$ cat config.mk
export PLATFORM = sky130hd
export DESIGN_NAME = ppid_dp
export DESIGN_NICKNAME = d
export VERILOG_FILES = /design/src/rtl/ppid_pkg.sv /design/src/rtl/ppid_dp.sv
export SDC_FILE = /design/constraint.sdc
export NUM_CORES = 2
export LEC_CHECK = 0
export BUFFER_PORTS_ARGS = -buffer_cell sky130_fd_sc_hd__buf_2
export CAP_MARGIN = 20
export CORE_MARGIN = 2
export CORE_UTILIZATION = 50
export CTS_BUF_LIST = sky130_fd_sc_hd__clkbuf_8 sky130_fd_sc_hd__clkbuf_16
export DETAILED_ROUTE_END_ITERATION = 12
export PLACE_DENSITY = 0.66
export SLEW_MARGIN = 25
export SYNTH_ARGS = -nofsm -noshare
export SYNTH_HDL_FRONTEND = slang
export SYNTH_SLANG_ARGS = --single-unit
$ cat constraint.sdc
create_clock -name clk -period 15.4 [get_ports clk]
set_clock_uncertainty 0.1 [all_clocks]
set_input_delay 1.54 -clock clk [delete_from_list [all_inputs] [get_ports clk]]
set_output_delay 1.54 -clock clk [all_outputs]
set_load 0.1 [all_outputs]
$ cat src/rtl/ppid_pkg.sv
// Shared types, constants and the microcode program of the positional PID block.
// Depends on nothing; used by every module in rtl/.
`default_nettype none

package ppid_pkg;

	localparam int StepW = 5;
	typedef logic [StepW-1:0] step_t;

	localparam int RegIdxW = 3;
	localparam int CfgDataW = 47;
	typedef logic [RegIdxW-1:0] reg_idx_t;

	localparam reg_idx_t RegGainP = 3'd0;
	localparam reg_idx_t RegGainI = 3'd1;
	localparam reg_idx_t RegGainD = 3'd2;
	localparam reg_idx_t RegPeriod = 3'd3;
	localparam reg_idx_t RegRate = 3'd4;
	localparam reg_idx_t RegDriveMin = 3'd5;
	localparam reg_idx_t RegDriveMax = 3'd6;
	localparam reg_idx_t RegIntBound = 3'd7;

	// Reset value of the integral limit: 100000.0 in Q31.16.
	localparam logic [CfgDataW-1:0] IntBoundReset = 47'd6553600000;
	localparam logic [31:0] DriveMinReset = 32'h8000_0000;
	localparam logic [31:0] DriveMaxReset = 32'h7FFF_FFFF;

	// Saturation level of one gain term, 2^60.
	localparam logic [65:0] TermLimit = 66'd1 << 60;

	typedef struct packed {
		logic [31:0] gain_p;
		logic [31:0] gain_i;
		logic [31:0] gain_d;
		logic [31:0] period;
		logic [31:0] rate;
		logic [31:0] drive_min;
		logic [31:0] drive_max;
		logic [CfgDataW-1:0] bound;
	} cfg_t;

	typedef enum logic [3:0] {
		OP_NOP,
		OP_ERR,
		OP_DIFF,
		OP_MUL_DR,
		OP_DERIV,
		OP_MUL_EP,
		OP_CAND,
		OP_MLO,
		OP_MHI,
		OP_ACC,
		OP_HOLD,
		OP_OUT,
		OP_CLR,
		OP_DIS
	} op_t;

	typedef enum logic [1:0] {
		TS_P,
		TS_I_CAND,
		TS_I_OLD,
		TS_D
	} tsel_t;

	typedef enum logic [1:0] {
		BS_ZERO,
		BS_ACC,
		BS_PD
	} base_t;

	typedef enum logic [2:0] {
		CD_NONE,
		CD_CLEAR,
		CD_PZERO,
		CD_UNPRIMED,
		CD_KEPT
	} cond_t;

	// One control word of the program.
	typedef struct packed {
		op_t op;
		tsel_t tsel;
		base_t base;
		logic save_pd;
		cond_t cond;
		step_t target;
		logic last;
	} ucw_t;

	// Datapath control for the current cycle.
	typedef struct packed {
		op_t op;
		tsel_t tsel;
		base_t base;
		logic save_pd;
	} ctl_t;

	// Status flags the sequencer branches on.
	typedef struct packed {
		logic clear_cmd;
		logic period_zero;
		logic primed;
		logic held;
		logic out_busy;
	} stat_t;

	localparam step_t SpAfterDeriv = 5'd4;
	localparam step_t SpOut = 5'd19;
	localparam step_t SpClr = 5'd20;
	localparam step_t SpDis = 5'd21;

	function automatic ucw_t mk(op_t op, tsel_t tsel, base_t base, logic save_pd,
			cond_t cond, step_t target, logic last);
		ucw_t w;
		w.op = op;
		w.tsel = tsel;
		w.base = base;
		w.save_pd = save_pd;
		w.cond = cond;
		w.target = target;
		w.last = last;
		return w;
	endfunction

	// The control program. Each gain term takes three steps: low partial
	// product, high partial product, then saturate and accumulate.
	function automatic ucw_t ucode(step_t s);
		ucw_t w;
		unique case (s)
			5'd0: w = mk(OP_ERR, TS_P, BS_ZERO, 1'b0, CD_CLEAR, SpClr, 1'b0);
			5'd1: w = mk(OP_DIFF, TS_P, BS_ZERO, 1'b0, CD_PZERO, SpDis, 1'b0);
			5'd2: w = mk(OP_MUL_DR, TS_P, BS_ZERO, 1'b0, CD_UNPRIMED, SpAfterDeriv, 1'b0);
			5'd3: w = mk(OP_DERIV, TS_P, BS_ZERO, 1'b0, CD_NONE, SpOut, 1'b0);
			5'd4: w = mk(OP_MUL_EP, TS_P, BS_ZERO, 1'b0, CD_NONE, SpOut, 1'b0);
			5'd5: w = mk(OP_CAND, TS_P, BS_ZERO, 1'b0, CD_NONE, SpOut, 1'b0);
			5'd6: w = mk(OP_MLO, TS_P, BS_ZERO, 1'b0, CD_NONE, SpOut, 1'b0);
			5'd7: w = mk(OP_MHI, TS_P, BS_ZERO, 1'b0, CD_NONE, SpOut, 1'b0);
			5'd8: w = mk(OP_ACC, TS_P, BS_ZERO, 1'b0, CD_NONE, SpOut, 1'b0);
			5'd9: w = mk(OP_MLO, TS_D, BS_ZERO, 1'b0, CD_NONE, SpOut, 1'b0);
			5'd10: w = mk(OP_MHI, TS_D, BS_ZERO, 1'b0, CD_NONE, SpOut, 1'b0);
			5'd11: w = mk(OP_ACC, TS_D, BS_ACC, 1'b1, CD_NONE, SpOut, 1'b0);
			5'd12: w = mk(OP_MLO, TS_I_CAND, BS_ZERO, 1'b0, CD_NONE, SpOut, 1'b0);
			5'd13: w = mk(OP_MHI, TS_I_CAND, BS_ZERO, 1'b0, CD_NONE, SpOut, 1'b0);
			5'd14: w = mk(OP_ACC, TS_I_CAND, BS_ACC, 1'b0, CD_NONE, SpOut, 1'b0);
			5'd15: w = mk(OP_HOLD, TS_P, BS_ZERO, 1'b0, CD_KEPT, SpOut, 1'b0);
			5'd16: w = mk(OP_MLO, TS_I_OLD, BS_ZERO, 1'b0, CD_NONE, SpOut, 1'b0);
			5'd17: w = mk(OP_MHI, TS_I_OLD, BS_ZERO, 1'b0, CD_NONE, SpOut, 1'b0);
			5'd18: w = mk(OP_ACC, TS_I_OLD, BS_PD, 1'b0, CD_NONE, SpOut, 1'b0);
			5'd19: w = mk(OP_OUT, TS_P, BS_ZERO, 1'b0, CD_NONE, SpOut, 1'b1);
			5'd20: w = mk(OP_CLR, TS_P, BS_ZERO, 1'b0, CD_NONE, SpOut, 1'b1);
			5'd21: w = mk(OP_DIS, TS_P, BS_ZERO, 1'b0, CD_NONE, SpOut, 1'b1);
			default: w = mk(OP_NOP, TS_P, BS_ZERO, 1'b0, CD_NONE, SpOut, 1'b1);
		endcase
		return w;
	endfunction

endpackage

`default_nettype wire

$ cat src/rtl/ppid_dp.sv
// Datapath: shared 32x32 multiplier, term accumulator, controller state and
// result register. Depends on ppid_pkg.
`default_nettype none

module ppid_dp (
	input  wire logic            clk,
	input  wire logic            arst_n,
	input  wire ppid_pkg::ctl_t  ctl,
	input  wire ppid_pkg::cfg_t  cfg,
	input  wire logic            cmd,
	input  wire logic [31:0]     sp,
	input  wire logic [31:0]     ms,
	input  wire logic            out_ready,
	output ppid_pkg::stat_t      stat,
	output logic                 out_valid,
	output logic [31:0]          drive,
	output logic                 integration_held,
	output logic                 output_limited,
	output logic                 loop_disabled
);

	// Controller state.
	logic signed [47:0] integ_q;
	logic [31:0] prev_q;
	logic primed_q;

	// Working registers of one item.
	logic [31:0] err_q;
	logic [31:0] diff_mag_q;
	logic diff_neg_q;
	logic [48:0] deriv_q;
	logic [47:0] cand_q;
	logic [63:0] prod_q;
	logic [47:0] plo_q;
	logic signed [62:0] acc_q;
	logic signed [62:0] pd_q;
	logic held_q;

	// Result register.
	logic out_valid_q;
	logic [31:0] drive_q;
	logic held_out_q;
	logic limited_q;
	logic disabled_q;

	logic [32:0] err_wide;
	logic [31:0] err_sat;
	logic [32:0] diff_wide;
	logic [32:0] diff_abs;
	logic [31:0] err_mag;
	logic [31:0] gain;
	logic [31:0] gain_mag;
	logic [48:0] opnd;
	logic [48:0] opnd_mag;
	logic term_neg;
	logic [31:0] mul_a;
	logic [31:0] mul_b;
	logic [65:0] term_sum;
	logic [60:0] term_mag;
	logic [61:0] term_sv;
	logic [62:0] base_val;
	logic [62:0] acc_next;
	logic [49:0] inc_ext;
	logic [49:0] cand_raw;
	logic [49:0] bound_pos;
	logic [49:0] bound_neg;
	logic [47:0] cand_next;
	logic [48:0] deriv_mag;
	logic [62:0] dmax_w;
	logic [62:0] dmin_w;
	logic held;
	logic err_pos;

	// Error, saturated to the 32-bit signed range.
	always_comb begin
		err_wide = {sp[31], sp} - {ms[31], ms};
		if (err_wide[32] != err_wide[31]) begin
			err_sat = err_wide[32] ? 32'h8000_0000 : 32'h7FFF_FFFF;
		end else begin
			err_sat = err_wide[31:0];
		end
	end

	assign diff_wide = {err_q[31], err_q} - {prev_q[31], prev_q};
	assign diff_abs = diff_wide[32] ? (~diff_wide + 33'd1) : diff_wide;
	assign err_mag = err_q[31] ? (~err_q + 32'd1) : err_q;
	assign err_pos = !err_q[31] && (err_q != 32'd0);

	// Gain and operand of the term being formed.
	always_comb begin
		unique case (ctl.tsel)
			ppid_pkg::TS_P: begin
				gain = cfg.gain_p;
				opnd = {{17{err_q[31]}}, err_q};
			end
			ppid_pkg::TS_I_CAND: begin
				gain = cfg.gain_i;
				opnd = {cand_q[47], cand_q};
			end
			ppid_pkg::TS_I_OLD: begin
				gain = cfg.gain_i;
				opnd = {integ_q[47], integ_q};
			end
			default: begin
				gain = cfg.gain_d;
				opnd = deriv_q;
			end
		endcase
		gain_mag = gain[31] ? (~gain + 32'd1) : gain;
		opnd_mag = opnd[48] ? (~opnd + 49'd1) : opnd;
		term_neg = gain[31] ^ opnd[48];
	end

	always_comb begin
		unique case (ctl.op)
			ppid_pkg::OP_MUL_DR: begin
				mul_a = diff_mag_q;
				mul_b = cfg.rate;
			end
			ppid_pkg::OP_MUL_EP: begin
				mul_a = err_mag;
				mul_b = cfg.period;
			end
			ppid_pkg::OP_MLO: begin
				mul_a = gain_mag;
				mul_b = opnd_mag[31:0];
			end
			ppid_pkg::OP_MHI: begin
				mul_a = gain_mag;
				mul_b = {15'd0, opnd_mag[48:32]};
			end
			default: begin
				mul_a = 32'd0;
				mul_b = 32'd0;
			end
		endcase
	end

	// Term = (gain * operand) >> 16 on magnitudes, saturated to 2^60.
	always_comb begin
		term_sum = {1'b0, prod_q[48:0], 16'd0} + {18'd0, plo_q};
		term_mag = (term_sum > ppid_pkg::TermLimit) ? ppid_pkg::TermLimit[60:0] : term_sum[60:0];
		term_sv = term_neg ? (~{1'b0, term_mag} + 62'd1) : {1'b0, term_mag};
		unique case (ctl.base)
			ppid_pkg::BS_ACC: base_val = acc_q;
			ppid_pkg::BS_PD: base_val = pd_q;
			default: base_val = 63'd0;
		endcase
		acc_next = base_val + {term_sv[61], term_sv};
	end

	// Candidate integral, clamped to the symmetric bound.
	always_comb begin
		inc_ext = err_q[31] ? (~{18'd0, prod_q[63:32]} + 50'd1) : {18'd0, prod_q[63:32]};
		cand_raw = {{2{integ_q[47]}}, integ_q} + inc_ext;
		bound_pos = {3'd0, cfg.bound};
		bound_neg = ~bound_pos + 50'd1;
		if ($signed(cand_raw) > $signed(bound_pos)) begin
			cand_next = bound_pos[47:0];
		end else if ($signed(cand_raw) < $signed(bound_neg)) begin
			cand_next = bound_neg[47:0];
		end else begin
			cand_next = cand_raw[47:0];
		end
	end

	assign deriv_mag = {1'b0, prod_q[63:16]};
	assign dmax_w = {{31{cfg.drive_max[31]}}, cfg.drive_max};
	assign dmin_w = {{31{cfg.drive_min[31]}}, cfg.drive_min};
	assign held = (($signed(acc_q) > $signed(dmax_w)) && err_pos) ||
		(($signed(acc_q) < $signed(dmin_w)) && err_q[31]);

	always_comb begin
		stat.clear_cmd = cmd;
		stat.period_zero = (cfg.period == 32'd0);
		stat.primed = primed_q;
		stat.held = held;
		stat.out_busy = out_valid_q && !out_ready;
	end

	// Working registers carry no reset.
	always_ff @(posedge clk) begin
		unique case (ctl.op)
			ppid_pkg::OP_ERR: err_q <= err_sat;
			ppid_pkg::OP_DIFF: begin
				diff_mag_q <= diff_abs[31:0];
				diff_neg_q <= diff_wide[32];
				deriv_q <= 49'd0;
			end
			ppid_pkg::OP_MUL_DR, ppid_pkg::OP_MUL_EP, ppid_pkg::OP_MLO: prod_q <= mul_a * mul_b;
			ppid_pkg::OP_MHI: begin
				plo_q <= prod_q[63:16];
				prod_q <= mul_a * mul_b;
			end
			ppid_pkg::OP_DERIV: deriv_q <= diff_neg_q ? (~deriv_mag + 49'd1) : deriv_mag;
			ppid_pkg::OP_CAND: cand_q <= cand_next;
			ppid_pkg::OP_ACC: begin
				acc_q <= acc_next;
				if (ctl.save_pd) begin
					pd_q <= acc_next;
				end
			end
			ppid_pkg::OP_HOLD: held_q <= held;
			default: begin
			end
		endcase
	end

	always_ff @(posedge clk or negedge arst_n) begin
		if (!arst_n) begin
			integ_q <= '0;
			prev_q <= '0;
			primed_q <= 1'b0;
		end else begin
			unique case (ctl.op)
				ppid_pkg::OP_HOLD: begin
					if (!held) begin
						integ_q <= cand_q;
					end
				end
				ppid_pkg::OP_OUT: begin
					prev_q <= err_q;
					primed_q <= 1'b1;
				end
				ppid_pkg::OP_CLR: begin
					integ_q <= '0;
					prev_q <= '0;
					primed_q <= 1'b0;
				end
				default: begin
				end
			endcase
		end
	end

	always_ff @(posedge clk or negedge arst_n) begin
		if (!arst_n) begin
			out_valid_q <= 1'b0;
		end else if ((ctl.op == ppid_pkg::OP_OUT) || (ctl.op == ppid_pkg::OP_DIS)) begin
			out_valid_q <= 1'b1;
		end else if (out_ready) begin
			out_valid_q <= 1'b0;
		end
	end

	always_ff @(posedge clk) begin
		if (ctl.op == ppid_pkg::OP_OUT) begin
			held_out_q <= held_q;
			disabled_q <= 1'b0;
			if ($signed(acc_q) > $signed(dmax_w)) begin
				drive_q <= cfg.drive_max;
				limited_q <= 1'b1;
			end else if ($signed(acc_q) < $signed(dmin_w)) begin
				drive_q <= cfg.drive_min;
				limited_q <= 1'b1;
			end else begin
				drive_q <= acc_q[31:0];
				limited_q <= 1'b0;
			end
		end else if (ctl.op == ppid_pkg::OP_DIS) begin
			drive_q <= 32'd0;
			held_out_q <= 1'b0;
			limited_q <= 1'b0;
			disabled_q <= 1'b1;
		end
	end

	assign out_valid = out_valid_q;
	assign drive = drive_q;
	assign integration_held = held_out_q;
	assign output_limited = limited_q;
	assign loop_disabled = disabled_q;

endmodule

`default_nettype wire

==> After elaboration in Yosys (flattened, before gate mapping) <==
Index checks and enable logic that the tools add are counted.
W data, S select, Z words.
{ "op_classes": {"n_addsub": 13, "multipliers": 1, "order_cmp": 5, "n_eq_ne": 19, "mux": 33, "bitwise": 9, "n_reduce_logical": 21} }
{ "op_table": {"columns": ["operator", "count"], "rows": [
  ["$mux W32", 9],
  ["$pmux W49 S3", 1],
  ["$pmux W32 S2", 2],
  ["$pmux W32 S4", 1],
  ["$pmux W63 S2", 1],
  ["$add A50 B1 Y50 const B", 2],
  ["$add A49 B1 Y49 const B", 2],
  ["$mux W49", 2],
  ["$pmux W49 S2", 1],
  ["$add A32 B1 Y32 const B", 3],
  ["$mux W48", 2],
  ["$not A32 Y32", 3],
  ["$pmux W32 S3", 1],
  ["$pmux W48 S2", 1],
  ["$add A65 B48 Y66", 1],
  ["$gt A66 B61 Y1 const B", 1],
  ["$sub A32 B32 Y33", 2],
  ["$mul A32 B32 Y64", 1],
  ["$add A63 B63 Y63", 1],
  ["$gt A63 B32 Y1", 1],
  ["$lt A63 B32 Y1", 1],
  ["$add A62 B1 Y62 const B", 1],
  ["$mux W62", 1],
  ["$not A61 Y62", 1],
  ["31 further kinds", 59]
]} }
{ "word_totals": {"ff_bits": 518, "input_bits": 348, "word_cells": 120} }

==> Depth between registers and ports, before layout <==
{ "depth": {"word_depth": 8, "mapped_depth": 53} }

==> Least setup slack after synthesis <==
OpenSTA, ideal clock, no wires.
{ "synth_timing": {"path_type": "input-to-reg", "start": "input port ctl[3] (netlist bit)", "end": "register prod_q[59], data pin", "setup_ns": 0.263, "arrival_time_ns": 13.226, "setup_slack_ns": 1.811, "path_stages": 49, "path_buffers": 10, "path_cell_list": "ha_1 -> inv_1 -> clkbuf_1 -> clkbuf_1 -> clkbuf_1 -> clkbuf_1 -> clkbuf_1 -> clkbuf_1 -> nand2_1 -> nand2_1 -> ha_1 -> and4_1 -> nand4_1 -> or2_2 -> nor2_1 -> and3_1 -> clkbuf_1 -> a21oi_1 -> (+13 left out) -> fa_1 -> inv_1 -> fa_1 -> inv_1 -> ha_1 -> clkbuf_1 -> a21o_1 -> a21o_1 -> a21o_1 -> a221o_1 -> a211oi_1 -> o21ai_0 -> o2111ai_1 -> a21oi_1 -> or2_2 -> a41oi_1 -> o21ai_0 -> xnor2_1"} }
{ "synth_between": {"elab_chain_cells": 8, "word_cells_on_any_way": 15, "classes_between": "add/sub: 2; mul: 1; eq/ne: 2; mux: 6; bitwise: 2; reduce/logical: 2"} }
{ "synth_lines": {"columns": ["element", "line_no", "text"], "rows": [
  ["start, declared", "ppid_dp.sv:8", "input wire ppid_pkg::ctl_t ctl,"],
  ["$eq A2 B2 Y1 or $eq A2 B1 Y1 (tied branches)", "ppid_dp.sv:91", "unique case (ctl.tsel)"],
  ["$reduce_or A2 Y1 (no source line)", null, null],
  ["$pmux W32 S2", "ppid_dp.sv:91", null],
  ["$not A32 Y32", "ppid_dp.sv:109", "gain_mag = gain[31] ? (~gain + 32'd1) : gain;"],
  ["$add A32 B1 Y32", "ppid_dp.sv:109", null],
  ["$mux W32", "ppid_dp.sv:109", null],
  ["$pmux W32 S3", "ppid_dp.sv:115", "unique case (ctl.op)"],
  ["$mul A32 B32 Y64 (*)", "ppid_dp.sv:190, ppid_dp.sv:193", null],
  ["end signal, assigned", "ppid_dp.sv:190", "ppid_pkg::OP_MUL_DR, ppid_pkg::OP_MUL_EP, ppid_pkg::OP_MLO: prod_q <= mul_a * mul_b;"],
  ["end signal, assigned", "ppid_dp.sv:193", "prod_q <= mul_a * mul_b;"],
  ["end, declared", "ppid_dp.sv:33", "logic [63:0] prod_q;"]
]} }
Mark *: on every way between the ends. The rest lies on a longest branch, timed or not.
A chain may end at the register's enable or synchronous reset.

==> Worst setup path in the final report <==
{ "layout_timing": {"start": "input port ctl[4] (netlist bit)", "end": "register prod_q[59], data pin"} }
The elaborated chain is that of the path after synthesis.

==> flow_summary.toml <==
[timing]
worst_pin_slew_ns = 1.212
max_slew_margin = 0.1916
setup_ws_ns = 1.591
period_share = 0.8967
maxSlewViolCount = 0
finalCriticalPeriod_ns = 13.81
rsz0062_at_grt = "false"
finalHoldViolations = 0
tns_ns = 0
finalSetupViolCount = 0
fmax_mhz = 72.41

[worst_setup_path]
critPathLaunchType = "input port"
critPathCaptureType = "flip-flop"
slowest_delay_ns = 0.59
crit_fanout = 18
cpMaxStageDelayCell = "a41oi_1"
crit_top_cell = "fa_1"
worst-setup-path-type = "input port to flip-flop"
crit_required_ns = 15.73
crit_arrival_ns = 14.14

[yosys]
syn-cell-area_um2 = 79080
synth.avg_cell_area_um2 = 8.730
synth.distinct_cells = 106
async_flop_share = 0.1583
synthTopCellsByArea = "fa_1 23%, edfxtp_1 17%, ha_1 11%"
syn_nets = 11010
synth_edf_count = 435
synth_top_area_share = 0.2281
synth.most_common_cell = "inv_1"
synth_common_cells = "1301 x inv_1, 969 x nor2_1, 901 x fa_1"
yosys.area.top_type = "fa_1"
syn_inst = 9058
ys_seq_area_frac = 0.1914
yosysWarnings = 0
synth-main-ff-cell = "edfxtp_1"
ys_ff_latch = 518

[clock_tree]
cts_htree_levels = 2
ctsLongestPathBuffers = 3
cts_hold_buffers = 0
clk_pin_slew_ns = 0.07
clkSinkCount = 518
cts_root_buf = "clkbuf_16"
cts_tree = "built"
cts-resized-gates = 0
cts_setup_buffers = 0
cts_buffers = 58
clock_latency_ns = 0.70

[grt]
grt_pass1_wl_um = 429200
grt-ovfl-total = 0
grt_usage = 0.3515
antenna_found_initial = 13
grt_pass1_vias = 68560
grt_max_degree = 104

[die]
die_h_um = 401.7
core_area_um2 = 156600
pin_count = 389
row_count = 145
dieArea_um2 = 161300
die_x_um = 401.7
initial_core_util = 0.5051

[route]
drc = 0
viasPerCell = 6.143
vias = 69730
drtPass1Iterations = 9
wirelength_um = 287900
antenna_left = 0
post_drt_wl_per_cell_um = 25.36
drtIter0Drc = 6948

[power]
power_density_nw_per_um2 = 77.77
leakagePower_nw = 39.64
vdd_ir_drop_max_uv = 99.55

[place]
gp_congestion = 1.036
dp_hpwl_um = 232600
io_buffers = 386
pre_cts_ws_ns = 0.9125

[layout]
nNetsFinal = 11200
drive_gt1_frac = 0.08550
syn2layout_area_growth_pct = 8.432

[job]
cap_violations = 0

[hold_path]
hold_class = "flip-flop to flip-flop"

[run_status]
status = "completed"
layout by cell type, fill, tap and decap left out, types with 28 or more instances in the layout:
master	instances
nor4_1	54
edfxtp_1	435
nand2b_1	76
xor2_1	202
inv_1	1303
and2_1	51
a221o_1	58
fa_1	901
and3_1	51
nor2b_1	78
dfrtp_1	82
o21a_1	90
mux2i_1	90
o21ai_0	364
a22oi_1	122
xnor2_1	308
a211oi_1	75
o31ai_1	40
a222oi_1	29
o22ai_1	38
a22o_1	36
a21o_1	211
or2_2	28
clkbuf_16	60
nand2_1	896
nand3_1	106
buf_4	158
buf_2	385
nor2_1	964
o211ai_1	30
or4_1	30
ha_1	701
nor3_1	119
or3_1	51
nand4_1	88
a31oi_1	39
o21bai_1	36
a21oi_1	428
through the flow:
step	util	total power, mW	hold slack [ns]	instances	area [µm²]
floorplan	-	3.974	0.3206	9058	79080
global placement	0.5335	5.007	0.3591	11240	83530
detailed placement	0.5336	5.052	0.3697	11240	83540
CTS	0.5471	6.621	0.3836	11340	85660
global route	0.5476	7.042	0.4128	11350	85740
finish	0.5476	6.669	0.3849	11350	85740
metal layers:
metal  global-route usage  vias to the layer above  share of wire
met2               0.5545                     3298           0.45
met3              0.06313                      590          0.093
met1               0.4770                    34760           0.41
li1                     -                    31070              -
met5                    0                        -        0.00021
met4               0.1454                       10          0.049
state kept, by name, indices dropped and copies added, names as in the netlist, 48 cells and up:
name,count
deriv_q,49
pd_q,63
cand_q,48
integ_q,48
prod_q,64
acc_q,63
plo_q,48
where the power goes:
part           switching (mW)  leakage, nW  internal [mW]  total (mW)
clock network           0.663         1.02          0.896        1.56
registers               0.147         5.14           1.69        1.84
logic                    2.12         33.5           1.15        3.27
logic make-up after synthesis:
family | count (synthesis) | synth area share
flops | 518 | 0.1914
compound gates | 1904 | 0.1630
mux | 94 | 0.01196
buf+inv | 1728 | 0.08320
fa+ha+maj | 1611 | 0.3403
simple gates | 2691 | 0.1534
xor+xnor | 512 | 0.05671
critical path, delay by kind of cell:
kind | cells | cell delay, ns
xor gates and xnor gates | 2 | 0.33
adders and majority gates | 10 | 4.93
and+or+nand+nor | 8 | 2.15
AOI/OAI and AO/OA | 14 | 4.04
buffers and inverters | 9 | 1.11
path summary, 6_finish.rpt:
check                                      from                 endpoint  slack [ns]  cells past startpoint
min in group asynchronous                arst_n   prev_q[16]$_DFFE_PN0P_        0.74                      1
max in group asynchronous                arst_n  integ_q[16]$_DFFE_PN0P_       13.27                      2
setup / recovery                         ctl[4]     prod_q[59]$_DFFE_PP_        1.59                     43
hold reg to reg            primed_q$_DFFE_PN0P_     primed_q$_DFFE_PN0P_        0.38                      1
hold / removal             primed_q$_DFFE_PN0P_     primed_q$_DFFE_PN0P_        0.38                      1
setup reg to reg             err_q[4]$_DFFE_PN_     prod_q[59]$_DFFE_PP_        2.53                     39
final cells by class:
cell class / count / area (µm²)
clock inverters: 45 / 591.8
diodes: 6 / 15.01
well taps: 2058 / 2575
fillers: 14460 / 70830
clock buffers: 62 / 1529
multi-input cells: 6812 / 57790
repair buffers: 548 / 3221
inverters: 1302 / 4887
flip-flops and latches: 518 / 15130
(Power assumes the default switching activity.)
