## src/rtl/ppid_pkg.sv

```systemverilog
// Shared types, constants and the microcode program of the positional PID block.
// Depends on nothing; used by every module in rtl/.
`default_nettype none

package ppid_pkg;

	localparam int StepW = 5;
	typedef logic [StepW-1:0] step_t;

	localparam int RegIdxW = 3;
	localparam int CfgDataW = 47;
	typedef logic [RegIdxW-1:0] reg_idx_t;

	localparam reg_idx_t RegGainP = 3'd0;
	localparam reg_idx_t RegGainI = 3'd1;
	localparam reg_idx_t RegGainD = 3'd2;
	localparam reg_idx_t RegPeriod = 3'd3;
	localparam reg_idx_t RegRate = 3'd4;
	localparam reg_idx_t RegDriveMin = 3'd5;
	localparam reg_idx_t RegDriveMax = 3'd6;
	localparam reg_idx_t RegIntBound = 3'd7;

	// Reset value of the integral limit: 100000.0 in Q31.16.
	localparam logic [CfgDataW-1:0] IntBoundReset = 47'd6553600000;
	localparam logic [31:0] DriveMinReset = 32'h8000_0000;
	localparam logic [31:0] DriveMaxReset = 32'h7FFF_FFFF;

	// Saturation level of one gain term, 2^60.
	localparam logic [65:0] TermLimit = 66'd1 << 60;

	typedef struct packed {
		logic [31:0] gain_p;
		logic [31:0] gain_i;
		logic [31:0] gain_d;
		logic [31:0] period;
		logic [31:0] rate;
		logic [31:0] drive_min;
		logic [31:0] drive_max;
		logic [CfgDataW-1:0] bound;
	} cfg_t;

	typedef enum logic [3:0] {
		OP_NOP,
		OP_ERR,
		OP_DIFF,
		OP_MUL_DR,
		OP_DERIV,
		OP_MUL_EP,
		OP_CAND,
		OP_MLO,
		OP_MHI,
		OP_ACC,
		OP_HOLD,
		OP_OUT,
		OP_CLR,
		OP_DIS
	} op_t;

	typedef enum logic [1:0] {
		TS_P,
		TS_I_CAND,
		TS_I_OLD,
		TS_D
	} tsel_t;

	typedef enum logic [1:0] {
		BS_ZERO,
		BS_ACC,
		BS_PD
	} base_t;

	typedef enum logic [2:0] {
		CD_NONE,
		CD_CLEAR,
		CD_PZERO,
		CD_UNPRIMED,
		CD_KEPT
	} cond_t;

	// One control word of the program.
	typedef struct packed {
		op_t op;
		tsel_t tsel;
		base_t base;
		logic save_pd;
		cond_t cond;
		step_t target;
		logic last;
	} ucw_t;

	// Datapath control for the current cycle.
	typedef struct packed {
		op_t op;
		tsel_t tsel;
		base_t base;
		logic save_pd;
	} ctl_t;

	// Status flags the sequencer branches on.
	typedef struct packed {
		logic clear_cmd;
		logic period_zero;
		logic primed;
		logic held;
		logic out_busy;
	} stat_t;

	localparam step_t SpAfterDeriv = 5'd4;
	localparam step_t SpOut = 5'd19;
	localparam step_t SpClr = 5'd20;
	localparam step_t SpDis = 5'd21;

	function automatic ucw_t mk(op_t op, tsel_t tsel, base_t base, logic save_pd,
			cond_t cond, step_t target, logic last);
		ucw_t w;
		w.op = op;
		w.tsel = tsel;
		w.base = base;
		w.save_pd = save_pd;
		w.cond = cond;
		w.target = target;
		w.last = last;
		return w;
	endfunction

	// The control program. Each gain term takes three steps: low partial
	// product, high partial product, then saturate and accumulate.
	function automatic ucw_t ucode(step_t s);
		ucw_t w;
		unique case (s)
			5'd0: w = mk(OP_ERR, TS_P, BS_ZERO, 1'b0, CD_CLEAR, SpClr, 1'b0);
			5'd1: w = mk(OP_DIFF, TS_P, BS_ZERO, 1'b0, CD_PZERO, SpDis, 1'b0);
			5'd2: w = mk(OP_MUL_DR, TS_P, BS_ZERO, 1'b0, CD_UNPRIMED, SpAfterDeriv, 1'b0);
			5'd3: w = mk(OP_DERIV, TS_P, BS_ZERO, 1'b0, CD_NONE, SpOut, 1'b0);
			5'd4: w = mk(OP_MUL_EP, TS_P, BS_ZERO, 1'b0, CD_NONE, SpOut, 1'b0);
			5'd5: w = mk(OP_CAND, TS_P, BS_ZERO, 1'b0, CD_NONE, SpOut, 1'b0);
			5'd6: w = mk(OP_MLO, TS_P, BS_ZERO, 1'b0, CD_NONE, SpOut, 1'b0);
			5'd7: w = mk(OP_MHI, TS_P, BS_ZERO, 1'b0, CD_NONE, SpOut, 1'b0);
			5'd8: w = mk(OP_ACC, TS_P, BS_ZERO, 1'b0, CD_NONE, SpOut, 1'b0);
			5'd9: w = mk(OP_MLO, TS_D, BS_ZERO, 1'b0, CD_NONE, SpOut, 1'b0);
			5'd10: w = mk(OP_MHI, TS_D, BS_ZERO, 1'b0, CD_NONE, SpOut, 1'b0);
			5'd11: w = mk(OP_ACC, TS_D, BS_ACC, 1'b1, CD_NONE, SpOut, 1'b0);
			5'd12: w = mk(OP_MLO, TS_I_CAND, BS_ZERO, 1'b0, CD_NONE, SpOut, 1'b0);
			5'd13: w = mk(OP_MHI, TS_I_CAND, BS_ZERO, 1'b0, CD_NONE, SpOut, 1'b0);
			5'd14: w = mk(OP_ACC, TS_I_CAND, BS_ACC, 1'b0, CD_NONE, SpOut, 1'b0);
			5'd15: w = mk(OP_HOLD, TS_P, BS_ZERO, 1'b0, CD_KEPT, SpOut, 1'b0);
			5'd16: w = mk(OP_MLO, TS_I_OLD, BS_ZERO, 1'b0, CD_NONE, SpOut, 1'b0);
			5'd17: w = mk(OP_MHI, TS_I_OLD, BS_ZERO, 1'b0, CD_NONE, SpOut, 1'b0);
			5'd18: w = mk(OP_ACC, TS_I_OLD, BS_PD, 1'b0, CD_NONE, SpOut, 1'b0);
			5'd19: w = mk(OP_OUT, TS_P, BS_ZERO, 1'b0, CD_NONE, SpOut, 1'b1);
			5'd20: w = mk(OP_CLR, TS_P, BS_ZERO, 1'b0, CD_NONE, SpOut, 1'b1);
			5'd21: w = mk(OP_DIS, TS_P, BS_ZERO, 1'b0, CD_NONE, SpOut, 1'b1);
			default: w = mk(OP_NOP, TS_P, BS_ZERO, 1'b0, CD_NONE, SpOut, 1'b1);
		endcase
		return w;
	endfunction

endpackage

`default_nettype wire

```

## src/rtl/ppid_seq.sv

```systemverilog
// Microcode sequencer: step counter, program lookup and conditional jumps.
// Depends on ppid_pkg.
`default_nettype none

module ppid_seq (
	input  wire logic           clk,
	input  wire logic           arst_n,
	input  wire logic           in_valid,
	output logic                in_ready,
	input  wire ppid_pkg::stat_t stat,
	output ppid_pkg::ctl_t      ctl
);

	logic busy_q;
	ppid_pkg::step_t step_q;
	ppid_pkg::ucw_t cw;
	logic needs_out;
	logic go;
	logic take;

	assign cw = ppid_pkg::ucode(step_q);
	assign needs_out = (cw.op == ppid_pkg::OP_OUT) || (cw.op == ppid_pkg::OP_DIS);
	// A step that writes the result register waits while the old result stalls.
	assign go = busy_q && !(needs_out && stat.out_busy);
	assign in_ready = !busy_q;

	always_comb begin
		unique case (cw.cond)
			ppid_pkg::CD_CLEAR: take = stat.clear_cmd;
			ppid_pkg::CD_PZERO: take = stat.period_zero;
			ppid_pkg::CD_UNPRIMED: take = !stat.primed;
			ppid_pkg::CD_KEPT: take = !stat.held;
			default: take = 1'b0;
		endcase
	end

	always_comb begin
		ctl.op = go ? cw.op : ppid_pkg::OP_NOP;
		ctl.tsel = cw.tsel;
		ctl.base = cw.base;
		ctl.save_pd = cw.save_pd;
	end

	always_ff @(posedge clk or negedge arst_n) begin
		if (!arst_n) begin
			busy_q <= 1'b0;
			step_q <= '0;
		end else if (!busy_q) begin
			if (in_valid) begin
				busy_q <= 1'b1;
				step_q <= '0;
			end
		end else if (go) begin
			step_q <= take ? cw.target : step_q + 1'b1;
			if (cw.last) begin
				busy_q <= 1'b0;
			end
		end
	end

endmodule

`default_nettype wire

```

## config.mk

```make
export PLATFORM = sky130hd
export DESIGN_NAME = ppid_seq
export DESIGN_NICKNAME = d
export VERILOG_FILES = /design/src/rtl/ppid_pkg.sv /design/src/rtl/ppid_seq.sv
export SDC_FILE = /design/constraint.sdc
export NUM_CORES = 1
export LEC_CHECK = 0
export ABC_AREA = 1
export BUFFER_PORTS_ARGS = -buffer_cell sky130_fd_sc_hd__buf_4
export CORE_ASPECT_RATIO = 0.8
export CORE_MARGIN = 3
export CORE_UTILIZATION = 45
export DETAILED_ROUTE_END_ITERATION = 6
export PLACE_DENSITY_LB_ADDON = 0.1
export RECOVER_POWER = 25
export SETUP_SLACK_MARGIN = 0.3
export SYNTH_ARGS = -nofsm -noshare
export SYNTH_HDL_FRONTEND = slang
export SYNTH_SLANG_ARGS = --single-unit
```

## constraint.sdc

```tcl
create_clock -name clk -period 6.05 [get_ports clk]
set_input_delay 0.9075 -clock clk [delete_from_list [all_inputs] [get_ports clk]]
set_output_delay 0.9075 -clock clk [all_outputs]
set_load 0.05 [all_outputs]
```

## Yosys cells after proc, flatten, opt, wreduce, memory -nomap -nowiden

Memory sizes are Yosys's and may differ from the RTL's.
Index checks and enable logic that the tools add are counted.

| word-level totals | value |
|---|---|
| bits in read-only memories | 544 |
| memories | 1 |
| register bits after elaboration | 6 |
| output and inout port bits | 10 |

Memories:

| name | depth | width | read ports | clocked after memory_dff | write ports | line | source |
|---|---|---|---|---|---|---|---|
| (no name shown) | 32 | 17 | 1 | 0 | 0 | ppid_pkg.sv:130 | `unique case (s)` |

| cells by class | value |
|---|---|
| mux-type cells | 10 |
| reductions and logical operators | 9 |
| equality and inequality tests | 7 |
| add/subtract/negate cells | 1 |

Operators by type and width:

| cell | number |
|---|---|
| $mux 5 | 4 |
| $eq 4x4->1 const B | 2 |
| $eq 3x2->1 const B | 2 |
| $add 5x1->5 const B | 1 |
| $logic_not 1->1 | 4 |
| $mux 1 | 4 |
| $mux 4 | 1 |
| $pmux 1 s4 | 1 |
| $eq 3x1->1 const B | 1 |
| $eq 3x3->1 const B | 1 |
| $logic_and 1x1->1 | 2 |
| $ne 2x1->1 const B | 1 |
| $reduce_and 2->1 | 1 |
| $reduce_bool 2->1 | 1 |
| $logic_or 1x1->1 | 1 |

## Logic depth before layout (Yosys ltp)

Gate-level depths: netlist of the first run.
An unclocked memory read counts as a cell.

| logic depth | value |
|---|---|
| depth in word-level cells | 8 |
| mapped depth | 15 |

## Worst setup path after synthesis of the first run

Ideal clock, no wire load.

| timing path | value |
|---|---|
| path type | register to output |
| start point | register step_q[0] |
| end point | output ctl[3] (netlist name) |
| buffers on the path | 0 |
| stages on the path, launching flop included | 6 |
| path slack | 2741 ps |
| arrival time | 2402 ps |
| path through | dfrtp_1 > inv_1 > ha_1 > inv_1 > nor2_1 > nor4_1 |

RTL lines:

| what | line | source |
|---|---|---|
| from (decl) | ppid_seq.sv:15 | `ppid_pkg::step_t step_q;` |
| from (signal assigned) | ppid_seq.sv:54 | `step_q <= take ? cw.target : step_q + 1'b1;` |
| to (decl) | ppid_seq.sv:11 | `output ppid_pkg::ctl_t ctl` |

==> results of run 1 <==
## worst min path at each step
stage / to / depth (start not counted) / startpoint
after floorplan: busy_q / 2 / busy_q
after global placement: busy_q / 2 / busy_q
after detailed placement: busy_q / 2 / busy_q
after CTS: step_q[1] / 1 / arst_n
after global routing: step_q[1] / 1 / arst_n
final: step_q[2] / 1 / arst_n
## through the flow
step	area (um2)	utilization	cells
after floorplan	892.1	-	140
after global placement	991.0	0.5694	173
after detailed placement	991.0	0.5694	173
after CTS	1013	0.5823	176
after global routing	1010	0.5802	176
final	1010	0.5802	176
## cell families after synthesis
kind of cell	share of synthesized area
XOR/XNOR	0.009819
AO/OA/AOI/OAI	0.1430
AND/OR/NAND/NOR	0.4194
adder cells (fa/ha/maj)	0.1122
buffers and inverters	0.1473
flip-flops	0.1683
## per-layer routing
metal,vias up,wire length [um],GRT usage,part of all wire
met3,0,173,0.05099,0.084
li1,488,-,-,-
met4,0,0,0.01456,0
met5,-,0,0,0
met1,396,1047,0.2622,0.51
met2,42,848,0.2736,0.41
## worst reg2reg max path, cell delays in order (launching register included)
cell and delay, ns:
sky130_fd_sc_hd__dfrtp_1 0.56, sky130_fd_sc_hd__inv_1 0.20, sky130_fd_sc_hd__ha_1 0.36, sky130_fd_sc_hd__inv_1 0.15
sky130_fd_sc_hd__nand3_1 0.09, sky130_fd_sc_hd__nor2_1 0.10, sky130_fd_sc_hd__inv_1 0.04, sky130_fd_sc_hd__nand2_1 0.07
sky130_fd_sc_hd__nand3_1 0.06, sky130_fd_sc_hd__nand2_1 0.09, sky130_fd_sc_hd__nand2_1 0.06, sky130_fd_sc_hd__nand2_2 0.19
sky130_fd_sc_hd__inv_1 0.09, sky130_fd_sc_hd__nand2_1 0.07, sky130_fd_sc_hd__nand2_1 0.05
## final cells by class
| class | instances | share of cell area |
|---|---|---|
| timing repair buffer | 17 | 0.1227 |
| clock buffer | 3 | 0.02230 |
| tap | 22 | 0.02726 |
| sequential | 6 | 0.1487 |
| multi-input combinational | 108 | 0.6047 |
| inverter | 20 | 0.07435 |
## placed cells by master (no fill, tap or decap)
cell,count
sky130_fd_sc_hd__and3_1,1
sky130_fd_sc_hd__buf_4,16
sky130_fd_sc_hd__nand2_2,6
sky130_fd_sc_hd__nor2_1,10
sky130_fd_sc_hd__inv_1,17
sky130_fd_sc_hd__dfrtp_1,6
sky130_fd_sc_hd__nand3_2,4
sky130_fd_sc_hd__ha_1,8
sky130_fd_sc_hd__o21ai_0,7
sky130_fd_sc_hd__o211ai_2,2
sky130_fd_sc_hd__inv_2,3
sky130_fd_sc_hd__nand2_1,32
sky130_fd_sc_hd__nand4_1,2
sky130_fd_sc_hd__nand3_1,18
sky130_fd_sc_hd__a21oi_2,2
sky130_fd_sc_hd__o21ai_1,5
sky130_fd_sc_hd__xor2_1,1
sky130_fd_sc_hd__a21oi_1,5
sky130_fd_sc_hd__nor2_2,2
sky130_fd_sc_hd__clkbuf_4,3
sky130_fd_sc_hd__clkbuf_1,1
sky130_fd_sc_hd__nor3_1,1
sky130_fd_sc_hd__nor4_1,2
## sequential cells by signal (all words and copies together) (netlist names)
name / flops
step_q: 5
busy_q: 1
==> impl_table.tex, run 1 <==
\begin{tabular}{lr}
\hline
Metric & Value \\
\hline
\multicolumn{2}{l}{\textbf{Global route}} \\
Total congestion overflow after global routing & 0 \\
GRT Overall Usage & 0.1801 \\
Pin count of the biggest net entering global routing & 15 \\
Antenna violations before repair & 0 \\
Number of global-route vias before repair & 786 \\
First-pass GRT wire length & 3.574 mm \\
\multicolumn{2}{l}{\textbf{STA}} \\
Number of endpoints failing setup at the final stage & 0 \\
Max-slew headroom at the worst pin & 0.6511 \\
Shortest clock period the worst path allows after layout & 3.460 ns \\
Unrepaired setup endpoints after global routing & no \\
Worst Setup Slack, final & 2.590 ns \\
Count of final hold-check violations & 0 \\
Clock tree skew after final layout & 0.0005093 ns \\
Post-route fraction of the period consumed by the critical path & 0.5719 \\
Post-route worst hold slack & 0.5242 ns \\
Timing-limited maximum frequency & 289.0 MHz \\
Setup\_tns & 0 ns \\
Slew Limit Fails & 0 \\
Worst-Margin Slew & 0.5233 ns \\
\multicolumn{2}{l}{\textbf{Synthesis}} \\
Top cell type's share of synthesized area & 0.1683 \\
Biggest area contributors in the synthesized netlist & sky130\_fd\_sc\_hd\_\_dfrtp\_1, sky130\_fd\_sc\_hd\_\_nand2\_1, sky130\_fd\_sc\_hd\_\_ha\_1 \\
Share of synthesized registers carrying an async set or reset & 1.000 \\
Number of synthesized flops with an enable pin & 0 \\
Predominant post-synthesis flop cell & sky130\_fd\_sc\_hd\_\_dfrtp\_1 \\
Avg Inst Size Synth & 6.372 um2 \\
Dominant cell by count in the synthesized netlist & sky130\_fd\_sc\_hd\_\_nand2\_1 \\
Combined area of all synthesized cells & 892.1 um2 \\
Cells after Synth & 140 \\
Count of state elements after synthesis & 6 \\
Syn. warnings & 0 \\
Register area share after synthesis & 0.1683 \\
Post-synthesis cell type with the largest combined area & sky130\_fd\_sc\_hd\_\_dfrtp\_1 \\
Number of distinct library cells after synthesis & 22 \\
Commonest cells post-synth & sky130\_fd\_sc\_hd\_\_nand2\_1, sky130\_fd\_sc\_hd\_\_nand3\_1, sky130\_fd\_sc\_hd\_\_inv\_1 \\
Syn nets & 156 \\
\multicolumn{2}{l}{\textbf{CTS}} \\
Maximum buffer depth of the clock tree & 2 \\
Clock tree from TritonCTS & built \\
Level count of the clock H-tree & 1 \\
Clock tree root driver cell & sky130\_fd\_sc\_hd\_\_clkbuf\_4 \\
Clock Pin Slew Worst Setup and Hold Paths & 0.04 ns \\
Quantity of gates resized following cts & 0 \\
Setup Buffers After CTS & 0 \\
Insertion delay to the later sink of the worst-skew pair & 0.24 ns \\
Hold Buf Count CTS & 0 \\
Number of buffers created by CTS & 3 \\
Clock Sinks & 6 \\
\multicolumn{2}{l}{\textbf{Layout}} \\
Total number of nets in the final design & 172 \\
Signed area change from the synthesized netlist to the final layout & 13.18\% \\
Combined area of the multi-input logic cells & 610.6 um2 \\
Layout cells sized above 1 & 0.2468 \\
Number of fill cells in the layout & 181 \\
N\_diodes & 0 \\
Sequential cell area & 150.1 um2 \\
\multicolumn{2}{l}{\textbf{Drt}} \\
Remaining DRCs & 0 \\
Vias per std cell & 5.261 \\
Routed wire length & 2.070 mm \\
First-pass iteration count of the detailed router & 4 \\
Iteration-0 DRC Markers & 29 \\
Antenna-violating nets left & 0 \\
Routed vias & 926 \\
Routed wire per std cell & 11.76 um \\
\multicolumn{2}{l}{\textbf{Run}} \\
Max-capacitance violation count & 0 \\
\multicolumn{2}{l}{\textbf{Setup path}} \\
Crit path launch & step\_q[0] \\
Element type at the critical path start & flip-flop \\
Start of the worst register-to-register path & step\_q[0] \\
Largest delay contributor family on the critical path & buffers and inverters \\
CP Depth & 14 \\
Endpoint of the lowest-slack register-to-register path & step\_q[1] \\
Reg2reg path depth & 14 \\
Buffer and inverter count on the worst path & 5 \\
Worst-path cell with the longest stage delay & sky130\_fd\_sc\_hd\_\_dfrtp\_1 \\
CP required & 5.14 ns \\
Capture point of the critical path & ctl[5] \\
Slack of the worst reg-to-reg path & 3.76 ns \\
Worst Setup End Kind & output pin \\
Setup Crit Path Kind & flip-flop to output pin \\
Cells traversed along the worst timing path & inv\_1, ha\_1, inv\_1, nand3\_1, nor2\_1, inv\_1, nand2\_1, inv\_1, nand2\_1, nand2\_1, nand2\_1, nand2\_2, a21oi\_2, buf\_4 \\
Critical path fanouts, max & 12 \\
Arrival time worst endpoint & 2.55 ns \\
Longest individual stage delay on the worst path & 0.56 ns \\
\multicolumn{2}{l}{\textbf{Run status}} \\
Outcome & finished clean \\
\multicolumn{2}{l}{\textbf{Die}} \\
Die Height & 45.83 um \\
Core Rows & 13 \\
Overall die area & 2556 um2 \\
Overall die width & 55.78 um \\
Starting density of the core & 0.5126 \\
Placeable Area & 1740 um2 \\
I/O pin count & 18 \\
\multicolumn{2}{l}{\textbf{Placed design}} \\
Total of buffers placed on input and output ports & 17 \\
Dpl hpwl & 1.703 mm \\
GPL Wtd Cong & 0.8564 \\
Worst setup slack before clock tree synthesis & 2.869 ns \\
\multicolumn{2}{l}{\textbf{Min path}} \\
Tightest Hold Check Type & primary input to asynchronous set/reset pin \\
\hline
\end{tabular}
Power of run 1 is not shown: default switching activity piles up to over one toggle a cycle in this logic, so the estimate is an artifact.
==> run 2: changes to the inputs <==
==> constraint.sdc (replaced) <==
create_clock -name clk -period 3.5 [get_ports clk]
set_input_delay 0.525 -clock clk [delete_from_list [all_inputs] [get_ports clk]]
set_output_delay 0.525 -clock clk [all_outputs]
set_load 0.05 [all_outputs]
==> impl_table.tex, run 2 (same netlist as run 1, synthesis figures left out) <==
\begin{tabular}{lr}
\hline
Metric & Value \\
\hline
\multicolumn{2}{l}{\textbf{Layout}} \\
N\_diodes & 0 (unchanged) \\
Flip-flop count of the largest register, all copies and words added & 5 (unchanged) \\
Total number of nets in the final design & 176 (was 172) \\
Most frequent standard cell in the layout excluding fill and tap cells & sky130\_fd\_sc\_hd\_\_nand2\_1 (unchanged) \\
Signed area change from the synthesized netlist to the final layout & 16.83\% (was 13.18\%) \\
Number of fill cells in the layout & 173 (was 181) \\
Layout cells sized above 1 & 0.2785 (was 0.2468) \\
Reg with most FFs & step\_q (unchanged) \\
Leading registers by flop count & step\_q: 5 flops, busy\_q: 1 flops (unchanged) \\
Most used cells in the layout excluding fill and tap cells & sky130\_fd\_sc\_hd\_\_nand2\_1, sky130\_fd\_sc\_hd\_\_buf\_4, sky130\_fd\_sc\_hd\_\_nand3\_1, sky130\_fd\_sc\_hd\_\_inv\_1, sky130\_fd\_sc\_hd\_\_nor2\_1 (was sky130\_fd\_sc\_hd\_\_nand2\_1, sky130\_fd\_sc\_hd\_\_nand3\_1, sky130\_fd\_sc\_hd\_\_inv\_1, sky130\_fd\_sc\_hd\_\_buf\_4, sky130\_fd\_sc\_hd\_\_nor2\_1) \\
\multicolumn{2}{l}{\textbf{CTS}} \\
Maximum buffer depth of the clock tree & 2 (unchanged) \\
Clock tree root driver cell & sky130\_fd\_sc\_hd\_\_clkbuf\_4 (unchanged) \\
Number of buffers created by CTS & 3 (unchanged) \\
Clock Pin Slew Worst Setup and Hold Paths & 0.04 ns (about the same) \\
Insertion delay to the later sink of the worst-skew pair & 0.24 ns (about the same) \\
Level count of the clock H-tree & 1 (unchanged) \\
Clock tree from TritonCTS & built (unchanged) \\
Clock Sinks & 6 (unchanged) \\
\multicolumn{2}{l}{\textbf{Global route}} \\
M1 GR Usage & 0.2622 (unchanged) \\
Pin count of the biggest net entering global routing & 15 (unchanged) \\
Met2 usage in global routing & 0.2736 (unchanged) \\
Met3 Use GR & 0.05099 (unchanged) \\
First-pass GRT wire length & 3.574 mm (unchanged) \\
Antenna violations before repair & 0 (unchanged) \\
Total congestion overflow after global routing & 0 (unchanged) \\
Peak-usage layer in the global routing report & met2 (unchanged) \\
GRT Overall Usage & 0.1801 (unchanged) \\
Number of global-route vias before repair & 786 (unchanged) \\
\multicolumn{2}{l}{\textbf{STA}} \\
Timing-limited maximum frequency & 350.7 MHz \\
Worst-Margin Slew & 0.5349 ns (was 0.5233 ns) \\
Worst Setup Slack, final & 0.6488 ns (was 2.590 ns) \\
Number of endpoints failing setup at the final stage & 0 (unchanged) \\
Max-slew headroom at the worst pin & 0.6434 (was 0.6511) \\
Clock tree skew after final layout & 0.001123 ns (was 0.0005093 ns) \\
Count of final hold-check violations & 0 (unchanged) \\
Slew Limit Fails & 0 (unchanged) \\
Setup\_tns & 0 ns (unchanged) \\
Post-route fraction of the period consumed by the critical path & 0.8146 \\
Unrepaired setup endpoints after global routing & no (unchanged) \\
Shortest clock period the worst path allows after layout & 2.851 ns \\
\multicolumn{2}{l}{\textbf{Drt}} \\
Antenna-violating nets left & 0 (unchanged) \\
Routed wire per std cell & 11.86 um (was 11.76 um) \\
Vias per std cell & 5.161 (was 5.261) \\
Remaining DRCs & 0 (unchanged) \\
Routed wire length & 2.135 mm (was 2.070 mm) \\
Iteration-0 DRC Markers & 26 (was 29) \\
Routed vias & 929 (was 926) \\
First-pass iteration count of the detailed router & 4 (unchanged) \\
\multicolumn{2}{l}{\textbf{Die}} \\
Overall die area & 2556 um2 (unchanged) \\
Die Height & 45.83 um (unchanged) \\
Core Rows & 13 (unchanged) \\
I/O pin count & 18 (unchanged) \\
Overall die width & 55.78 um (unchanged) \\
Starting density of the core & 0.5126 (unchanged) \\
Placeable Area & 1740 um2 (unchanged) \\
\multicolumn{2}{l}{\textbf{Setup path}} \\
Element type at the critical path start & flip-flop (unchanged) \\
Worst-path cell with the longest stage delay & sky130\_fd\_sc\_hd\_\_dfrtp\_2 (was sky130\_fd\_sc\_hd\_\_dfrtp\_1) \\
Cells traversed along the worst timing path & inv\_1, ha\_1, inv\_1, nand3\_1, nor2\_1, inv\_1, nand2\_1, inv\_1, nand2\_1, nand2\_1, nand2\_1, nand2\_2, a21oi\_2, buf\_4 (unchanged) \\
Critical path fanouts, max & 12 (unchanged) \\
CP required & 2.97 ns (was 5.14 ns) \\
Longest individual stage delay on the worst path & 0.43 ns (was 0.56 ns) \\
Arrival time worst endpoint & 2.33 ns (was 2.55 ns) \\
Worst Setup End Kind & output pin (unchanged) \\
Setup Crit Path Kind & flip-flop to output pin (unchanged) \\
\multicolumn{2}{l}{\textbf{Placed design}} \\
Worst setup slack before clock tree synthesis & 0.7011 ns (was 2.869 ns) \\
Dpl hpwl & 1.703 mm (unchanged) \\
Total of buffers placed on input and output ports & 17 (unchanged) \\
GPL Wtd Cong & 0.8564 (unchanged) \\
\multicolumn{2}{l}{\textbf{Min path}} \\
Tightest Hold Check Type & primary input to asynchronous set/reset pin (unchanged) \\
\multicolumn{2}{l}{\textbf{Run status}} \\
Outcome & finished clean (unchanged) \\
\multicolumn{2}{l}{\textbf{Run}} \\
Max-capacitance violation count & 0 (unchanged) \\
\hline
\end{tabular}
-- run 2: cell types whose count changed in the layout (fill, tap and decap cells not counted) --
cell                      before  now
sky130_fd_sc_hd__dfrtp_1       6    4
sky130_fd_sc_hd__dfrtp_2       0    2
sky130_fd_sc_hd__buf_4        16   20
-- run 2: path summary, 6_finish.rpt --
check                                from         to  slack [ns]  cells after the start
worst max-delay path            step_q[0]     ctl[5]        0.65                     14
worst min-delay path               arst_n     busy_q        0.14                      1
worst max register to register  step_q[0]  step_q[1]        1.43                     14
worst min register to register  step_q[1]  step_q[1]        0.63                      2
max in group asynchronous          arst_n  step_q[0]        3.10                      1
min in group clk                 in_valid     busy_q        0.56                      3
-- run 2: area by class of cell --
type                    instances  area (um2)  area share
multi-input cells             108       610.6      0.5858
clock buffers                   3       22.52     0.02161
flip-flops and latches          6       152.6      0.1465
repair buffers                 21       153.9      0.1477
inverters                      20       75.07     0.07203
well taps                      22       27.53     0.02641
-- run 2: routing by layer --
metal  routed length (um)  share of wire  vias up
met5                    0              0        -
met4                    0              0        0
met3                  136          0.064        0
met2                  871           0.41       32
met1                 1127           0.53      401
li1                     -              -      496
-- run 2: what timing repair did --
item	CTS	global route
setup endpoints to repair	0	4
resized for setup	0	2
buffers inserted	0	4
hold buffers	0	0
-- run 2: critical path: cells and delay by family, from the launching register on --
kind                     cells  cell delay [ns]
AO/OA/AOI/OAI                1             0.15
flip-flops                   1             0.43
buffers and inverters        5             0.62
AND/OR/NAND/NOR              7             0.60
adder cells (fa/ha/maj)      1             0.28
-- run 2: per-stage QoR --
stage                     area, um2  hold slack [ns]  instances    util
after floorplan               892.1           0.2294        140       -
after global placement        991.0           0.3356        173  0.5694
after detailed placement      991.0           0.3347        173  0.5694
after CTS                      1013          0.07250        176  0.5823
after global routing           1042           0.1455        180  0.5989
final                          1042           0.1426        180  0.5989
Power of run 2 is left out for the same reason.
==> run 3: changes to the inputs <==
--- a/config.mk
+++ b/config.mk
@@ -5,7 +5,7 @@
 export SDC_FILE = /design/constraint.sdc
 export NUM_CORES = 1
 export LEC_CHECK = 0
-export ABC_AREA = 1
+export ABC_AREA = 0
 export BUFFER_PORTS_ARGS = -buffer_cell sky130_fd_sc_hd__buf_4
 export CORE_ASPECT_RATIO = 0.8
 export CORE_MARGIN = 3
==> constraint.sdc (replaced) <==
create_clock -name clk -period 2.7 [get_ports clk]
set_input_delay 0.405 -clock clk [delete_from_list [all_inputs] [get_ports clk]]
set_output_delay 0.405 -clock clk [all_outputs]
set_load 0.05 [all_outputs]
==> impl_table.tex, run 3 <==
\begin{tabular}{lr}
\hline
Metric & Value \\
\hline
\multicolumn{2}{l}{\textbf{Run status}} \\
Outcome & finished clean (unchanged) \\
\multicolumn{2}{l}{\textbf{CTS}} \\
Clock Sinks & 6 (unchanged) \\
Clock tree root driver cell & sky130\_fd\_sc\_hd\_\_clkbuf\_4 (unchanged) \\
Level count of the clock H-tree & 1 (unchanged) \\
Insertion delay to the later sink of the worst-skew pair & 0.26 ns (was 0.24 ns) \\
Maximum buffer depth of the clock tree & 2 (unchanged) \\
Clock tree from TritonCTS & built (unchanged) \\
Number of buffers created by CTS & 3 (unchanged) \\
Clock Pin Slew Worst Setup and Hold Paths & 0.05 ns (was 0.04 ns) \\
\multicolumn{2}{l}{\textbf{Die}} \\
Core Rows & 13 (unchanged) \\
Starting density of the core & 0.5033 (was 0.5126) \\
Die Height & 45.09 um (was 45.83 um) \\
Overall die width & 54.87 um (was 55.78 um) \\
Placeable Area & 1708 um2 (was 1740 um2) \\
Overall die area & 2474 um2 (was 2556 um2) \\
I/O pin count & 18 (unchanged) \\
\multicolumn{2}{l}{\textbf{Synthesis}} \\
Top cell type's share of synthesized area & 0.1747 (was 0.1683) \\
Commonest cells post-synth & sky130\_fd\_sc\_hd\_\_nand2\_1, sky130\_fd\_sc\_hd\_\_inv\_1, sky130\_fd\_sc\_hd\_\_ha\_1 (was sky130\_fd\_sc\_hd\_\_nand2\_1, sky130\_fd\_sc\_hd\_\_nand3\_1, sky130\_fd\_sc\_hd\_\_inv\_1) \\
Number of synthesized flops with an enable pin & 0 (unchanged) \\
Syn nets & 122 (was 156) \\
Syn. warnings & 0 (unchanged) \\
Avg Inst Size Synth & 8.109 um2 (was 6.372 um2) \\
Count of state elements after synthesis & 6 (unchanged) \\
Dominant cell by count in the synthesized netlist & sky130\_fd\_sc\_hd\_\_nand2\_1 (unchanged) \\
Share of synthesized registers carrying an async set or reset & 1.000 (unchanged) \\
Register area share after synthesis & 0.1747 (was 0.1683) \\
Cells after Synth & 106 (was 140) \\
Combined area of all synthesized cells & 859.6 um2 (was 892.1 um2) \\
Number of distinct library cells after synthesis & 46 (was 22) \\
Biggest area contributors in the synthesized netlist & sky130\_fd\_sc\_hd\_\_dfrtp\_1, sky130\_fd\_sc\_hd\_\_ha\_1, sky130\_fd\_sc\_hd\_\_nand2\_1 (was sky130\_fd\_sc\_hd\_\_dfrtp\_1, sky130\_fd\_sc\_hd\_\_nand2\_1, sky130\_fd\_sc\_hd\_\_ha\_1) \\
Predominant post-synthesis flop cell & sky130\_fd\_sc\_hd\_\_dfrtp\_1 (unchanged) \\
Post-synthesis cell type with the largest combined area & sky130\_fd\_sc\_hd\_\_dfrtp\_1 (unchanged) \\
\multicolumn{2}{l}{\textbf{Global route}} \\
Pin count of the biggest net entering global routing & 13 (was 15) \\
Antenna violations before repair & 0 (unchanged) \\
First-pass GRT wire length & 5.037 mm (was 3.574 mm) \\
Total congestion overflow after global routing & 0 (unchanged) \\
Number of global-route vias before repair & 1001 (was 786) \\
GRT Overall Usage & 0.2921 (was 0.1801) \\
\multicolumn{2}{l}{\textbf{Layout}} \\
Area of all placed cells without fillers & 1433 um2 (was 1042 um2) \\
Most used cells in the layout excluding fill and tap cells & sky130\_fd\_sc\_hd\_\_buf\_4, sky130\_fd\_sc\_hd\_\_nand2\_1, sky130\_fd\_sc\_hd\_\_inv\_1, sky130\_fd\_sc\_hd\_\_nor2\_1, sky130\_fd\_sc\_hd\_\_ha\_4 (was sky130\_fd\_sc\_hd\_\_nand2\_1, sky130\_fd\_sc\_hd\_\_buf\_4, sky130\_fd\_sc\_hd\_\_nand3\_1, sky130\_fd\_sc\_hd\_\_inv\_1, sky130\_fd\_sc\_hd\_\_nor2\_1) \\
Flip-flop count of the largest register, all copies and words added & 5 (unchanged) \\
Most frequent standard cell in the layout excluding fill and tap cells & sky130\_fd\_sc\_hd\_\_buf\_4 (was sky130\_fd\_sc\_hd\_\_nand2\_1) \\
Total number of nets in the final design & 164 (was 176) \\
Signed area change from the synthesized netlist to the final layout & 66.67\% (was 16.83\%) \\
N\_diodes & 0 (unchanged) \\
Leading registers by flop count & step\_q: 5 flops, busy\_q: 1 flops (unchanged) \\
Reg with most FFs & step\_q (unchanged) \\
Number of fill cells in the layout & 99 (was 173) \\
Layout cells sized above 1 & 0.5782 (was 0.2785) \\
\multicolumn{2}{l}{\textbf{Drt}} \\
Routed wire per std cell & 19.22 um (was 11.86 um) \\
Antenna-violating nets left & 0 (unchanged) \\
Routed wire length & 3.248 mm (was 2.135 mm) \\
Routed vias & 1022 (was 929) \\
Vias per std cell & 6.047 (was 5.161) \\
Remaining DRCs & 0 (unchanged) \\
Iteration-0 DRC Markers & 37 (was 26) \\
First-pass iteration count of the detailed router & 4 (unchanged) \\
\multicolumn{2}{l}{\textbf{Setup path}} \\
Element type at the critical path start & flip-flop (unchanged) \\
CP required & 2.30 ns (was 2.97 ns) \\
Cells traversed along the worst timing path & inv\_4, ha\_4, nor2b\_4, a211o\_1, a32oi\_2, and3\_4, nand2\_4, and3\_4, buf\_8 (was inv\_1, ha\_1, inv\_1, nand3\_1, nor2\_1, inv\_1, nand2\_1, inv\_1, nand2\_1, nand2\_1, nand2\_1, nand2\_2, a21oi\_2, buf\_4) \\
Cell type with the highest occurrence count on the critical path & sky130\_fd\_sc\_hd\_\_and3\_4 \\
Worst-path cell with the longest stage delay & sky130\_fd\_sc\_hd\_\_dfrtp\_2 (unchanged) \\
Arrival time worst endpoint & 2.23 ns (was 2.33 ns) \\
Critical path fanouts, max & 5 (was 12) \\
Setup Crit Path Kind & flip-flop to output pin (unchanged) \\
Longest individual stage delay on the worst path & 0.45 ns (was 0.43 ns) \\
Worst Setup End Kind & output pin (unchanged) \\
\multicolumn{2}{l}{\textbf{STA}} \\
Worst-Margin Slew & 0.4876 ns (was 0.5349 ns) \\
Max-slew headroom at the worst pin & 0.6741 (was 0.6434) \\
Timing-limited maximum frequency & 379.8 MHz \\
Clock tree skew after final layout & 0.006775 ns (was 0.001123 ns) \\
Slew Limit Fails & 0 (unchanged) \\
Post-route fraction of the period consumed by the critical path & 0.9751 \\
Unrepaired setup endpoints after global routing & yes (was no) \\
Worst Setup Slack, final & 0.06735 ns (was 0.6488 ns) \\
Count of final hold-check violations & 0 (unchanged) \\
Shortest clock period the worst path allows after layout & 2.633 ns \\
Number of endpoints failing setup at the final stage & 0 (unchanged) \\
Setup\_tns & 0 ns (unchanged) \\
Post-route worst hold slack & 0.5069 ns (was 0.1426 ns) \\
\multicolumn{2}{l}{\textbf{Placed design}} \\
Total of buffers placed on input and output ports & 17 (unchanged) \\
Dpl hpwl & 1.877 mm (was 1.703 mm) \\
GPL Wtd Cong & 0.9122 (was 0.8564) \\
Worst setup slack before clock tree synthesis & 0.1283 ns (was 0.7011 ns) \\
Area after detailed placement & 1090 um2 (was 991.0 um2) \\
\multicolumn{2}{l}{\textbf{Run}} \\
Max-capacitance violation count & 0 (unchanged) \\
\multicolumn{2}{l}{\textbf{Min path}} \\
Tightest Hold Check Type & primary input to flip-flop (was primary input to asynchronous set/reset pin) \\
\hline
\end{tabular}
run 3: cell type report:
type                    instances  area, um2  share of cell area
repair buffers                 44      359.1              0.2507
multi-input cells              83      822.0              0.5738
flip-flops and latches          6      155.1              0.1083
inverters                      10      42.54             0.02969
clock buffers                   4      26.28             0.01834
well taps                      22      27.53             0.01921
run 3: final timing paths:
| kind | slack, ns | from | end | depth (start not counted) |
|---|---|---|---|---|
| setup / recovery | 0.07 | step_q[0] | ctl[5] | 9 |
| hold / removal | 0.51 | in_valid | busy_q | 3 |
| setup reg to reg | 0.33 | step_q[0] | step_q[0] | 9 |
| hold reg to reg | 0.77 | step_q[1] | step_q[1] | 2 |
| max in group asynchronous | 1.86 | arst_n | step_q[3] | 2 |
| min in group asynchronous | 0.56 | arst_n | step_q[2] | 2 |
run 3: per-layer routing:
| metal | vias to the layer above | GRT usage | wire [um] |
|---|---|---|---|
| li1 | 469 | - | - |
| met1 | 476 | 0.3699 | 1379 |
| met2 | 61 | 0.4929 | 1517 |
| met3 | 16 | 0.07261 | 248 |
| met4 | 0 | 0.06965 | 103 |
| met5 | - | 0 | 0 |
run 3: kinds of logic after synthesis:
group / Yosys count / share of synthesized area
XOR/XNOR: 1 / 0.01893
adder cells (fa/ha/maj): 8 / 0.1165
flip-flops: 6 / 0.1747
buffers and inverters: 17 / 0.1019
AO/OA/AOI/OAI: 31 / 0.3028
multiplexers: 3 / 0.03639
AND/OR/NAND/NOR: 40 / 0.2489
run 3: timing repair:
item | CTS | global route
gates resized for setup | 34 | 4
endpoints found under the setup margin | 4 | 9
setup buffers | 17 | 1
pin swaps | 18 | 1
hold buffers | 1 | 0
hold endpoints to repair | 6 | 0
run 3: critical path: cells and delay by family (launching register included):
kind / cells / cell delay (ns)
AOI/OAI and AO/OA: 2 / 0.49
DFF: 1 / 0.45
adders and majority gates: 1 / 0.17
buffers and inverters: 2 / 0.23
and+or+nand+nor: 4 / 0.63
run 3: metrics by stage:
| step | util | instances |
|---|---|---|
| 5_1_grt | 0.8388 | 169 |
| 2_1_floorplan | - | 106 |
| 4_1_cts | 0.8278 | 168 |
| 3_3_place_gp | 0.6381 | 146 |
| 3_5_place_dp | 0.6381 | 146 |
| 6_report | 0.8388 | 169 |
Power of run 3 is left out for the same reason.
